**src/design/iac_pkg.sv**
```systemverilog
// ----------------------------------------------------------------------------
// iac_pkg: shared types and constants of the attitude filter
// Widths, fixed-point constants, register codes and the arctangent table
// used by the vectoring unit and the top-level sequencer.
// ----------------------------------------------------------------------------
package iac_pkg;

   // default number of vectoring iterations
   localparam int CORDIC_STEPS_DEF = 16;
   localparam int TAB_LEN = 24;
   localparam int TAB_IDX_W = 5;

   // datapath widths
   localparam int CORD_W = 34;   // vectoring x/y
   localparam int ANG_W = 26;    // angle accumulator, Q10.16 degrees
   localparam int MUL_A_W = 34;
   localparam int MUL_B_W = 23;
   localparam int MUL_P_W = MUL_A_W + MUL_B_W;

   // angle constants in Q10.16 degrees
   localparam logic signed [ANG_W-1:0] HALF_TURN = 26'sd11796480;
   localparam logic signed [ANG_W-1:0] FULL_TURN = 26'sd23592960;

   // rate gains
   localparam logic signed [MUL_B_W-1:0] INT_GAIN = 23'sd479753;
   localparam logic signed [MUL_B_W-1:0] YAW_GAIN = 23'sd3748068;
   localparam logic [16:0] WEIGHT_ONE = 17'd65536;

   // register indexes
   localparam logic [1:0] CSR_GYRO_Z_BIAS = 2'd0;
   localparam logic [1:0] CSR_GAP_THRESHOLD = 2'd1;
   localparam logic [1:0] CSR_WEIGHT_NEAR = 2'd2;
   localparam logic [1:0] CSR_WEIGHT_FAR = 2'd3;

   // register reset values
   localparam logic [15:0] BIAS_RST = 16'd0;
   localparam logic [8:0] THR_RST = 9'd10;
   localparam logic [16:0] WNEAR_RST = 17'd62259;
   localparam logic [16:0] WFAR_RST = 17'd52429;

   // request and response of the vectoring unit
   typedef struct packed {
      logic start;
      logic [16:0] y;
      logic [15:0] x;
   } cordic_req_type;

   typedef struct packed {
      logic done;
      logic [ANG_W-1:0] angle;
   } cordic_rsp_type;

   // atan(2^-i) in unsigned Q6.16 degrees
   function automatic logic [21:0] atan_entry(input logic [TAB_IDX_W-1:0] idx);
      logic [21:0] val;
      unique case (idx)
         5'd0: val = 22'd2949120;
         5'd1: val = 22'd1740967;
         5'd2: val = 22'd919879;
         5'd3: val = 22'd466945;
         5'd4: val = 22'd234379;
         5'd5: val = 22'd117304;
         5'd6: val = 22'd58666;
         5'd7: val = 22'd29335;
         5'd8: val = 22'd14668;
         5'd9: val = 22'd7334;
         5'd10: val = 22'd3667;
         5'd11: val = 22'd1833;
         5'd12: val = 22'd917;
         5'd13: val = 22'd458;
         5'd14: val = 22'd229;
         5'd15: val = 22'd115;
         5'd16: val = 22'd57;
         5'd17: val = 22'd29;
         5'd18: val = 22'd14;
         5'd19: val = 22'd7;
         5'd20: val = 22'd4;
         5'd21: val = 22'd2;
         5'd22: val = 22'd1;
         default: val = 22'd0;
      endcase
      return val;
   endfunction

endpackage

```
**src/design/iac_cordic.sv**
```systemverilog
// ----------------------------------------------------------------------------
// iac_cordic: iterative atan2 in degrees
// Vectoring-mode rotation unit, one micro-rotation per cycle, with the
// left-half-plane pre-rotation, the zero-vector case and the final clamp.
// ----------------------------------------------------------------------------
module iac_cordic #(
   parameter int STEPS = iac_pkg::CORDIC_STEPS_DEF
) (
   input  logic                    clock,
   input  logic                    reset,
   input  iac_pkg::cordic_req_type req,
   output iac_pkg::cordic_rsp_type rsp
);
   import iac_pkg::*;

   localparam int CW = (STEPS > 1) ? $clog2(STEPS) : 1;
   localparam logic [CW-1:0] LAST = CW'(STEPS - 1);

   typedef enum logic [1:0] {S_IDLE, S_RUN, S_FIN} state_type;

   state_type state_ff;
   logic [CW-1:0] cnt_ff;
   logic signed [CORD_W-1:0] x_ff, y_ff;
   logic signed [ANG_W-1:0] z_ff;
   logic zero_ff;
   logic done_ff;
   logic signed [ANG_W-1:0] angle_ff;

   logic signed [CORD_W-1:0] xs, ys, x_start, y_start;
   logic signed [ANG_W-1:0] z_start;
   logic signed [CORD_W-1:0] dx, dy, x_in, y_in;
   logic signed [ANG_W-1:0] step_ang, z_in, clamp_in;

   // operand scaling and left-half-plane pre-rotation
   always_comb begin
      xs = {{18{req.x[15]}}, req.x} << 14;
      ys = {{17{req.y[16]}}, req.y} << 14;
      if (req.x[15]) begin
         x_start = -xs;
         y_start = -ys;
         z_start = req.y[16] ? -HALF_TURN : HALF_TURN;
      end else begin
         x_start = xs;
         y_start = ys;
         z_start = '0;
      end
   end

   // one micro-rotation toward y = 0
   always_comb begin
      dx = x_ff >>> cnt_ff;
      dy = y_ff >>> cnt_ff;
      step_ang = signed'(ANG_W'(atan_entry(TAB_IDX_W'(cnt_ff))));
      if (!y_ff[CORD_W-1] && (y_ff != '0)) begin
         x_in = x_ff + dy;
         y_in = y_ff - dx;
         z_in = z_ff + step_ang;
      end else begin
         x_in = x_ff - dy;
         y_in = y_ff + dx;
         z_in = z_ff - step_ang;
      end
   end

   // clamp to the half turn, zero vector gives zero
   always_comb begin
      if (zero_ff) begin
         clamp_in = '0;
      end else if (z_ff > HALF_TURN) begin
         clamp_in = HALF_TURN;
      end else if (z_ff < -HALF_TURN) begin
         clamp_in = -HALF_TURN;
      end else begin
         clamp_in = z_ff;
      end
   end

   // sequencer and registered result
   always_ff @(posedge clock) begin
      if (reset) begin
         state_ff <= S_IDLE;
         done_ff <= 1'b0;
      end else begin
         done_ff <= 1'b0;
         unique case (state_ff)
            S_IDLE: begin
               if (req.start) begin
                  x_ff <= x_start;
                  y_ff <= y_start;
                  z_ff <= z_start;
                  zero_ff <= (req.x == '0) && (req.y == '0);
                  cnt_ff <= '0;
                  state_ff <= S_RUN;
               end
            end
            S_RUN: begin
               x_ff <= x_in;
               y_ff <= y_in;
               z_ff <= z_in;
               cnt_ff <= cnt_ff + 1'b1;
               if (cnt_ff == LAST) begin
                  state_ff <= S_FIN;
               end
            end
            S_FIN: begin
               angle_ff <= clamp_in;
               done_ff <= 1'b1;
               state_ff <= S_IDLE;
            end
            default: state_ff <= S_IDLE;
         endcase
      end
   end

   assign rsp.done = done_ff;
   assign rsp.angle = angle_ff;

endmodule

```
**src/design/iac_mul.sv**
```systemverilog
// ----------------------------------------------------------------------------
// iac_mul: shared registered multiplier
// Signed product of the two operands, registered: available in the cycle after issue.
// ----------------------------------------------------------------------------
module iac_mul (
   input  logic                                  clock,
   input  logic signed [iac_pkg::MUL_A_W-1:0]    a,
   input  logic signed [iac_pkg::MUL_B_W-1:0]    b,
   output logic signed [iac_pkg::MUL_P_W-1:0]    p_ff
);
   import iac_pkg::*;

   logic signed [MUL_P_W-1:0] p_in;

   // product
   always_comb begin
      p_in = MUL_P_W'(a) * MUL_P_W'(b);
   end

   always_ff @(posedge clock) begin
      p_ff <= p_in;
   end

endmodule

```
**src/design/imu_complementary_attitude.sv**
```systemverilog
// ----------------------------------------------------------------------------
// imu_complementary_attitude: roll, pitch and yaw from one six-axis sample
// Complementary filter: accelerometer atan2 angles blended with gyro
// integrals, yaw integrated from the bias-corrected z rate.
// ----------------------------------------------------------------------------
// usage
// - req_ channel carries one raw sample (three accel, three gyro words) per
//   item; req_ready is high only while the block is idle
// - rsp_ channel returns roll and pitch in Q16.16 degrees, yaw in Q9.16, one
//   item per sample, held in an output register until rsp_ready takes it
// - csr_ port writes bias, gap threshold and the two weights; the user must
//   write them only when idle, as the block itself does not enforce it
// - a sample takes two passes through the one-rotation-per-cycle atan2 unit
//   and the shared multiplier steps; no new item is taken until the previous
//   result has moved into the output register
// - if the receiver stalls, the next item is accepted and processed but its
//   result waits in the sequencer until the output register is free
// - reset clears the integrals and yaw, loads register defaults and empties
//   the output register
// ----------------------------------------------------------------------------
module imu_complementary_attitude #(
   parameter int CORDIC_STEPS = iac_pkg::CORDIC_STEPS_DEF
) (
   input  logic               clock,
   input  logic               reset,
   input  logic               req_valid,
   output logic               req_ready,
   input  logic signed [15:0] req_accel_x,
   input  logic signed [15:0] req_accel_y,
   input  logic signed [15:0] req_accel_z,
   input  logic signed [15:0] req_gyro_x,
   input  logic signed [15:0] req_gyro_y,
   input  logic signed [15:0] req_gyro_z,
   output logic               rsp_valid,
   input  logic               rsp_ready,
   output logic signed [31:0] rsp_roll_deg,
   output logic signed [31:0] rsp_pitch_deg,
   output logic signed [24:0] rsp_yaw_deg,
   input  logic               csr_we,
   input  logic [1:0]         csr_index,
   input  logic [16:0]        csr_wdata
);
   import iac_pkg::*;

   typedef enum logic [3:0] {
      S_IDLE, S_ATAN, S_INC, S_INT, S_GAP, S_MUL, S_BLD,
      S_YINC, S_YADD, S_YWRAP, S_OUT
   } state_type;

   state_type state_ff;

   // configuration
   logic signed [15:0] bias_ff;
   logic [8:0] thr_ff;
   logic [16:0] wnear_ff, wfar_ff;

   // sample and filter state
   logic signed [15:0] ax_ff, az_ff, gx_ff, gy_ff, gz_ff;
   logic signed [31:0] roll_int_ff, pitch_int_ff;
   logic signed [24:0] yaw_ff;

   // working registers
   logic sel_ff;
   logic signed [ANG_W-1:0] acc_ff;
   logic signed [31:0] gi_ff;
   logic signed [CORD_W-1:0] diff_ff;
   logic [16:0] w_ff;
   logic signed [31:0] roll_ff, pitch_ff;
   logic signed [25:0] ysum_ff;

   // output register
   logic rsp_valid_ff;
   logic signed [31:0] rsp_roll_ff, rsp_pitch_ff;
   logic signed [24:0] rsp_yaw_ff;

   cordic_req_type cord_req;
   cordic_rsp_type cord_rsp;
   logic signed [MUL_A_W-1:0] mul_a;
   logic signed [MUL_B_W-1:0] mul_b;
   logic signed [MUL_P_W-1:0] mul_p;

   logic req_fire;
   logic out_load;
   logic signed [31:0] integ_cur;
   logic signed [MUL_P_W-1:0] inc_full, bl_full, yinc_full;
   logic signed [33:0] sum_in;
   logic signed [31:0] gi_in;
   logic signed [CORD_W-1:0] diff_in, thr_wide;
   logic far_in;
   logic [16:0] wsel, w_in;
   logic signed [31:0] blend_in;
   logic signed [16:0] d_in;
   logic signed [25:0] ysum_in, ywrap;
   logic signed [24:0] yaw_in;

   assign req_fire = req_valid && (state_ff == S_IDLE);
   assign req_ready = (state_ff == S_IDLE);

   // finished item moves into the output register when it is free
   assign out_load = (state_ff == S_OUT) && (!rsp_valid_ff || rsp_ready);

   // atan2 unit: roll at accept, pitch once roll is done
   always_comb begin
      cord_req.start = req_fire || ((state_ff == S_ATAN) && cord_rsp.done && !sel_ff);
      if (state_ff == S_IDLE) begin
         cord_req.y = {req_accel_y[15], req_accel_y};
         cord_req.x = req_accel_z;
      end else begin
         cord_req.y = 17'd0 - {ax_ff[15], ax_ff};
         cord_req.x = az_ff;
      end
   end

   iac_cordic #(
      .STEPS(CORDIC_STEPS)
   ) u_cordic (
      .clock(clock),
      .reset(reset),
      .req  (req_fire ? cord_req : cord_req),
      .rsp  (cord_rsp)
   );

   // multiplier operand selection
   always_comb begin
      d_in = {gz_ff[15], gz_ff} - {bias_ff[15], bias_ff};
      unique case (state_ff)
         S_INC: begin
            mul_a = sel_ff ? {{18{gx_ff[15]}}, gx_ff} : {{18{gy_ff[15]}}, gy_ff};
            mul_b = INT_GAIN;
         end
         S_MUL: begin
            mul_a = diff_ff;
            mul_b = signed'({6'b0, w_ff});
         end
         S_YINC: begin
            mul_a = {{17{d_in[16]}}, d_in};
            mul_b = YAW_GAIN;
         end
         default: begin
            mul_a = '0;
            mul_b = '0;
         end
      endcase
   end

   iac_mul u_mul (
      .clock(clock),
      .a    (mul_a),
      .b    (mul_b),
      .p_ff (mul_p)
   );

   // integral update with saturation
   always_comb begin
      integ_cur = sel_ff ? pitch_int_ff : roll_int_ff;
      inc_full = (mul_p + 57'sd8388608) >>> 24;
      sum_in = {{2{integ_cur[31]}}, integ_cur} + inc_full[33:0];
      if ((sum_in[33:31] != 3'b000) && (sum_in[33:31] != 3'b111)) begin
         gi_in = sum_in[33] ? 32'sh8000_0000 : 32'sh7FFF_FFFF;
      end else begin
         gi_in = sum_in[31:0];
      end
   end

   // disagreement test and weight choice
   always_comb begin
      diff_in = {{8{acc_ff[ANG_W-1]}}, acc_ff} - {{2{gi_ff[31]}}, gi_ff};
      thr_wide = signed'({9'b0, thr_ff, 16'b0});
      far_in = (diff_in > thr_wide) || (diff_in < -thr_wide);
      wsel = far_in ? wfar_ff : wnear_ff;
      w_in = (wsel > WEIGHT_ONE) ? WEIGHT_ONE : wsel;
   end

   // blend: integral plus weighted correction, rounded
   always_comb begin
      bl_full = (mul_p + 57'sd32768) >>> 16;
      blend_in = gi_ff + bl_full[31:0];
   end

   // yaw increment and wrap into the half-open turn
   always_comb begin
      yinc_full = (mul_p + 57'sd32768) >>> 16;
      ysum_in = {yaw_ff[24], yaw_ff} + yinc_full[25:0];
      if (ysum_ff > HALF_TURN) begin
         ywrap = ysum_ff - FULL_TURN;
      end else if (ysum_ff <= -HALF_TURN) begin
         ywrap = ysum_ff + FULL_TURN;
      end else begin
         ywrap = ysum_ff;
      end
      yaw_in = ywrap[24:0];
   end

   // configuration registers
   always_ff @(posedge clock) begin
      if (reset) begin
         bias_ff <= BIAS_RST;
         thr_ff <= THR_RST;
         wnear_ff <= WNEAR_RST;
         wfar_ff <= WFAR_RST;
      end else if (csr_we) begin
         unique case (csr_index)
            CSR_GYRO_Z_BIAS: bias_ff <= csr_wdata[15:0];
            CSR_GAP_THRESHOLD: thr_ff <= csr_wdata[8:0];
            CSR_WEIGHT_NEAR: wnear_ff <= csr_wdata;
            CSR_WEIGHT_FAR: wfar_ff <= csr_wdata;
         endcase
      end
   end

   // sequencer, filter state and output register
   always_ff @(posedge clock) begin
      if (reset) begin
         state_ff <= S_IDLE;
         sel_ff <= 1'b0;
         roll_int_ff <= '0;
         pitch_int_ff <= '0;
         yaw_ff <= '0;
         rsp_valid_ff <= 1'b0;
      end else begin
         // output valid: set on a load, cleared when the receiver takes it
         if (out_load) begin
            rsp_valid_ff <= 1'b1;
         end else if (rsp_ready) begin
            rsp_valid_ff <= 1'b0;
         end
         unique case (state_ff)
            S_IDLE: begin
               if (req_valid) begin
                  ax_ff <= req_accel_x;
                  az_ff <= req_accel_z;
                  gx_ff <= req_gyro_x;
                  gy_ff <= req_gyro_y;
                  gz_ff <= req_gyro_z;
                  sel_ff <= 1'b0;
                  state_ff <= S_ATAN;
               end
            end
            S_ATAN: begin
               if (cord_rsp.done) begin
                  acc_ff <= cord_rsp.angle;
                  state_ff <= S_INC;
               end
            end
            S_INC: state_ff <= S_INT;
            S_INT: begin
               gi_ff <= gi_in;
               state_ff <= S_GAP;
            end
            S_GAP: begin
               if (sel_ff) begin
                  pitch_int_ff <= gi_ff;
               end else begin
                  roll_int_ff <= gi_ff;
               end
               diff_ff <= diff_in;
               w_ff <= w_in;
               state_ff <= S_MUL;
            end
            S_MUL: state_ff <= S_BLD;
            S_BLD: begin
               if (sel_ff) begin
                  pitch_ff <= blend_in;
                  state_ff <= S_YINC;
               end else begin
                  roll_ff <= blend_in;
                  sel_ff <= 1'b1;
                  state_ff <= S_ATAN;
               end
            end
            S_YINC: state_ff <= S_YADD;
            S_YADD: begin
               ysum_ff <= ysum_in;
               state_ff <= S_YWRAP;
            end
            S_YWRAP: begin
               yaw_ff <= yaw_in;
               state_ff <= S_OUT;
            end
            S_OUT: begin
               if (out_load) begin
                  rsp_roll_ff <= roll_ff;
                  rsp_pitch_ff <= pitch_ff;
                  rsp_yaw_ff <= yaw_ff;
                  state_ff <= S_IDLE;
               end
            end
            default: state_ff <= S_IDLE;
         endcase
      end
   end

   assign rsp_valid = rsp_valid_ff;
   assign rsp_roll_deg = rsp_roll_ff;
   assign rsp_pitch_deg = rsp_pitch_ff;
   assign rsp_yaw_deg = rsp_yaw_ff;

endmodule
```
**config.mk**
```make
export PLATFORM = sky130hd
export DESIGN_NAME = imu_complementary_attitude
export DESIGN_NICKNAME = d
export VERILOG_FILES = /design/src/design/iac_pkg.sv /design/src/design/iac_cordic.sv /design/src/design/iac_mul.sv /design/src/design/imu_complementary_attitude.sv
export SDC_FILE = /design/constraint.sdc
export NUM_CORES = 2
export LEC_CHECK = 0
export ABC_CLOCK_PERIOD_IN_PS = 13300
export BUFFER_PORTS_ARGS = -buffer_cell sky130_fd_sc_hd__buf_2
export CAP_MARGIN = 20
export CORE_MARGIN = 4
export CORE_UTILIZATION = 35
export DETAILED_ROUTE_END_ITERATION = 10
export PLACE_DENSITY = 0.48
export SYNTH_ARGS = -nofsm -noshare
export SYNTH_HDL_FRONTEND = slang
export SYNTH_SLANG_ARGS = --single-unit
export TNS_END_PERCENT = 10
```
**constraint.sdc**
```tcl
create_clock -name clock -period 13.3 [get_ports clock]
set_input_delay 0.665 -clock clock [delete_from_list [all_inputs] [get_ports clock]]
set_output_delay 0.665 -clock clock [all_outputs]
set_load 0.03 [all_outputs]
```
==> flow_summary.yaml <==
run_status:
  status: "finished clean"
setup_path:
  cp.required_ns: 13.90
  r2r_start: "gz_ff[0]$_DFFE_PP_"
  path_max_fanout: 21
  startpoint: "gz_ff[0]$_DFFE_PP_"
  crit_path_max_incr_delay_ns: 0.76
  cp_slowest_cell: "a21oi_1"
  cpMostUsedCell: "fa_1"
  end_kind: "flip-flop"
  crit_arrival_ns: 12.26
  startpoint_type: "flip-flop"
  path_class: "reg -> reg"
power_and_ir_drop:
  ir_worst_vdd_v: 0.0000985
  p_leak_nw: 32.8
  powerDensity_nw_per_um2: 107
  total_power_w: 0.00800
global_routing:
  grt_pass1_wl_um: 316000
  grt_usage_pct: 20.7
  grt_antenna_before_repair: 3
  grt_pass1_vias: 51200
  grt_max_degree: 112
  overflow: 0
cts:
  cts_resized: 0
  insertion_delay_ns: 0.76
  clk_pin_slew_ns: 0.06
  cts_root_buf: "clkbuf_16"
  cts_setup_buffers: 0
  clockBufferDepth: 3
  clock-sinks: 713
  htreeDepth: 3
  cts_tree: "done"
  ctsHoldBuffers: 0
  numCtsBuffers: 86
sta:
  max_slew.worst_pin.slew_ns: 1.16
  hold_viol: 0
  fin_crit_ns: 11.66
  maxSlewHeadroom_pct: 22.7
  max_freq_mhz: 85.8
  rsz0062_at_grt: "false"
  skew_ns: 0.0853
  setup_viol: 0
  slew_violations: 0
  fin_setup_tns_ns: 0
  final.period_utilization_pct: 87.7
yosys:
  syn_avg_cell_area_um2: 9.60
  synthFlopType: "edfxtp_1"
  ys_warn_count: 0
  async_reset_ff_share_pct: 0
  syn_inst: 7024
  synth-seq-area-share_pct: 28.5
  yosysUniqueCellTypes: 81
  synth_area_um2: 67400
  synth_edf_count: 492
  ys_seq_elements: 713
layout:
  most-common-layout-cells: "inv_1 (923), nand2_1 (889), fa_1 (735)"
  layout_commonest_cell: "inv_1"
  nets: 8407
  drive_gt1_share_pct: 9.17
  synthToLayoutAreaGrowth_pct: 10.5
min_path:
  hold_class: "in -> reg"
  hp-start: "req_accel_x[12]"
drt:
  routed_via_density: 5.19
  drc: 0
  drt_iter0_drc: 3177
  num_vias: 50400
  wire_per_inst_um: 21.4
  wirelength_um: 208000
  drt-pass1-iter-count: 6
  drtAntennaViolNets: 0
floorplanning:
  coreArea_um2: 191000
  io-pin-count: 211
  rows: 160
  initial_utilization_pct: 35.3
  die_x_um: 447
  design.die.area_um2: 200000
  die_h_um: 447
place:
  port-buffer-count: 210
  dpl.hpwl_um: 166000
  gp_congestion: 0.914
flow_run:
  cap_violations: 0
## power by group
part | internal [W] | total (W) | switching, W
Clock | 0.00148 | 0.00253 | 0.00106
Combinational | 0.00114 | 0.00276 | 0.00162
Sequential | 0.00255 | 0.00271 | 0.000161
## final timing paths
check	endpoint	slack [ns]	cells past startpoint
hold / removal	ax_ff[12]$_DFFE_PP_	0.11	1
hold reg to reg	rsp_roll_deg[1]$_DFFE_PP_	0.42	0
setup / recovery	u_mul.p_ff[54]$_DFF_P_	1.64	39
setup reg to reg	u_mul.p_ff[54]$_DFF_P_	1.64	39
## cell families (layout without fill, tap and decap cells)
group           Yosys count  count (layout)  synth area share [%]
simple gates           2093            2093                  13.8
compound gates         1201            1201                  10.9
buf+inv                1199            1375                  6.72
fa+ha+maj              1155            1155                  29.6
flops                   713             713                  28.5
xor+xnor                431             431                  5.60
mux                     231             231                  4.86
other cells               1               8               0.00556
## critical path, delay by kind of cell (launching register included)
family                   cells  cell delay (ns)
flip-flops                   1             0.33
AO/OA/AOI/OAI               19             5.04
AND/OR/NAND/NOR              4             1.14
buffers and inverters        6             0.48
adder cells (fa/ha/maj)     10             4.55
## synthesized netlist by cell type, drive strengths merged (49+ instances only)
library cell	count	area share, %
fa	735	22
o21ai	253	1.9
mux2	61	1.0
and2	61	0.57
a21o	160	1.8
mux4	70	2.3
nand3	103	0.76
nor3	69	0.51
o21a	49	0.55
ha	420	7.8
inv	925	5.1
nand2b	58	0.54
edfxtp	492	22
xnor2	265	3.4
a21oi	449	3.3
clkbuf	243	1.4
mux2i	100	1.5
nand2	892	5.0
nor2	600	3.3
xor2	166	2.2
and3	53	0.49
dfxtp	221	6.6
## through the flow
step	utilization (%)	instances	cell area [um^2]	setup slack (ns)	hold slack (ns)
floorplan	-	7029	67400	3.49	0.400
global placement	37.4	9550	71400	1.91	0.402
detailed placement	37.4	9552	71400	1.73	0.405
CTS	39.0	9713	74500	1.76	0.0280
global route	39.1	9716	74500	0.823	0.0598
finish	39.1	9718	74500	1.64	0.109
## per-layer routing
metal	part of all wire, %	routed length, um	vias to the layer above	track usage (%)
met5	0	0	-	0
met4	3.7	7760	0	7.10
met3	5.0	10500	252	3.05
met2	49	101000	1216	35.0
met1	43	88700	25300	27.2
li1	-	-	23600	-
## final cells by class
class / count / area [um^2]
antenna: 2 / 5.00
multi-input combinational: 5117 / 43900
tap: 2511 / 3140
timing repair buffer: 288 / 1700
clock inverter: 48 / 679
clock buffer: 113 / 2400
fill: 19000 / 116000
sequential: 713 / 19200
inverter: 926 / 3480
## state kept, by name (all words and copies together) (netlist names), 33 cells and up
signal / count
u_mul.p_ff: 42
u_cordic.x_ff: 34
u_cordic.y_ff: 34
diff_ff: 33
(Power assumes the default switching activity.)
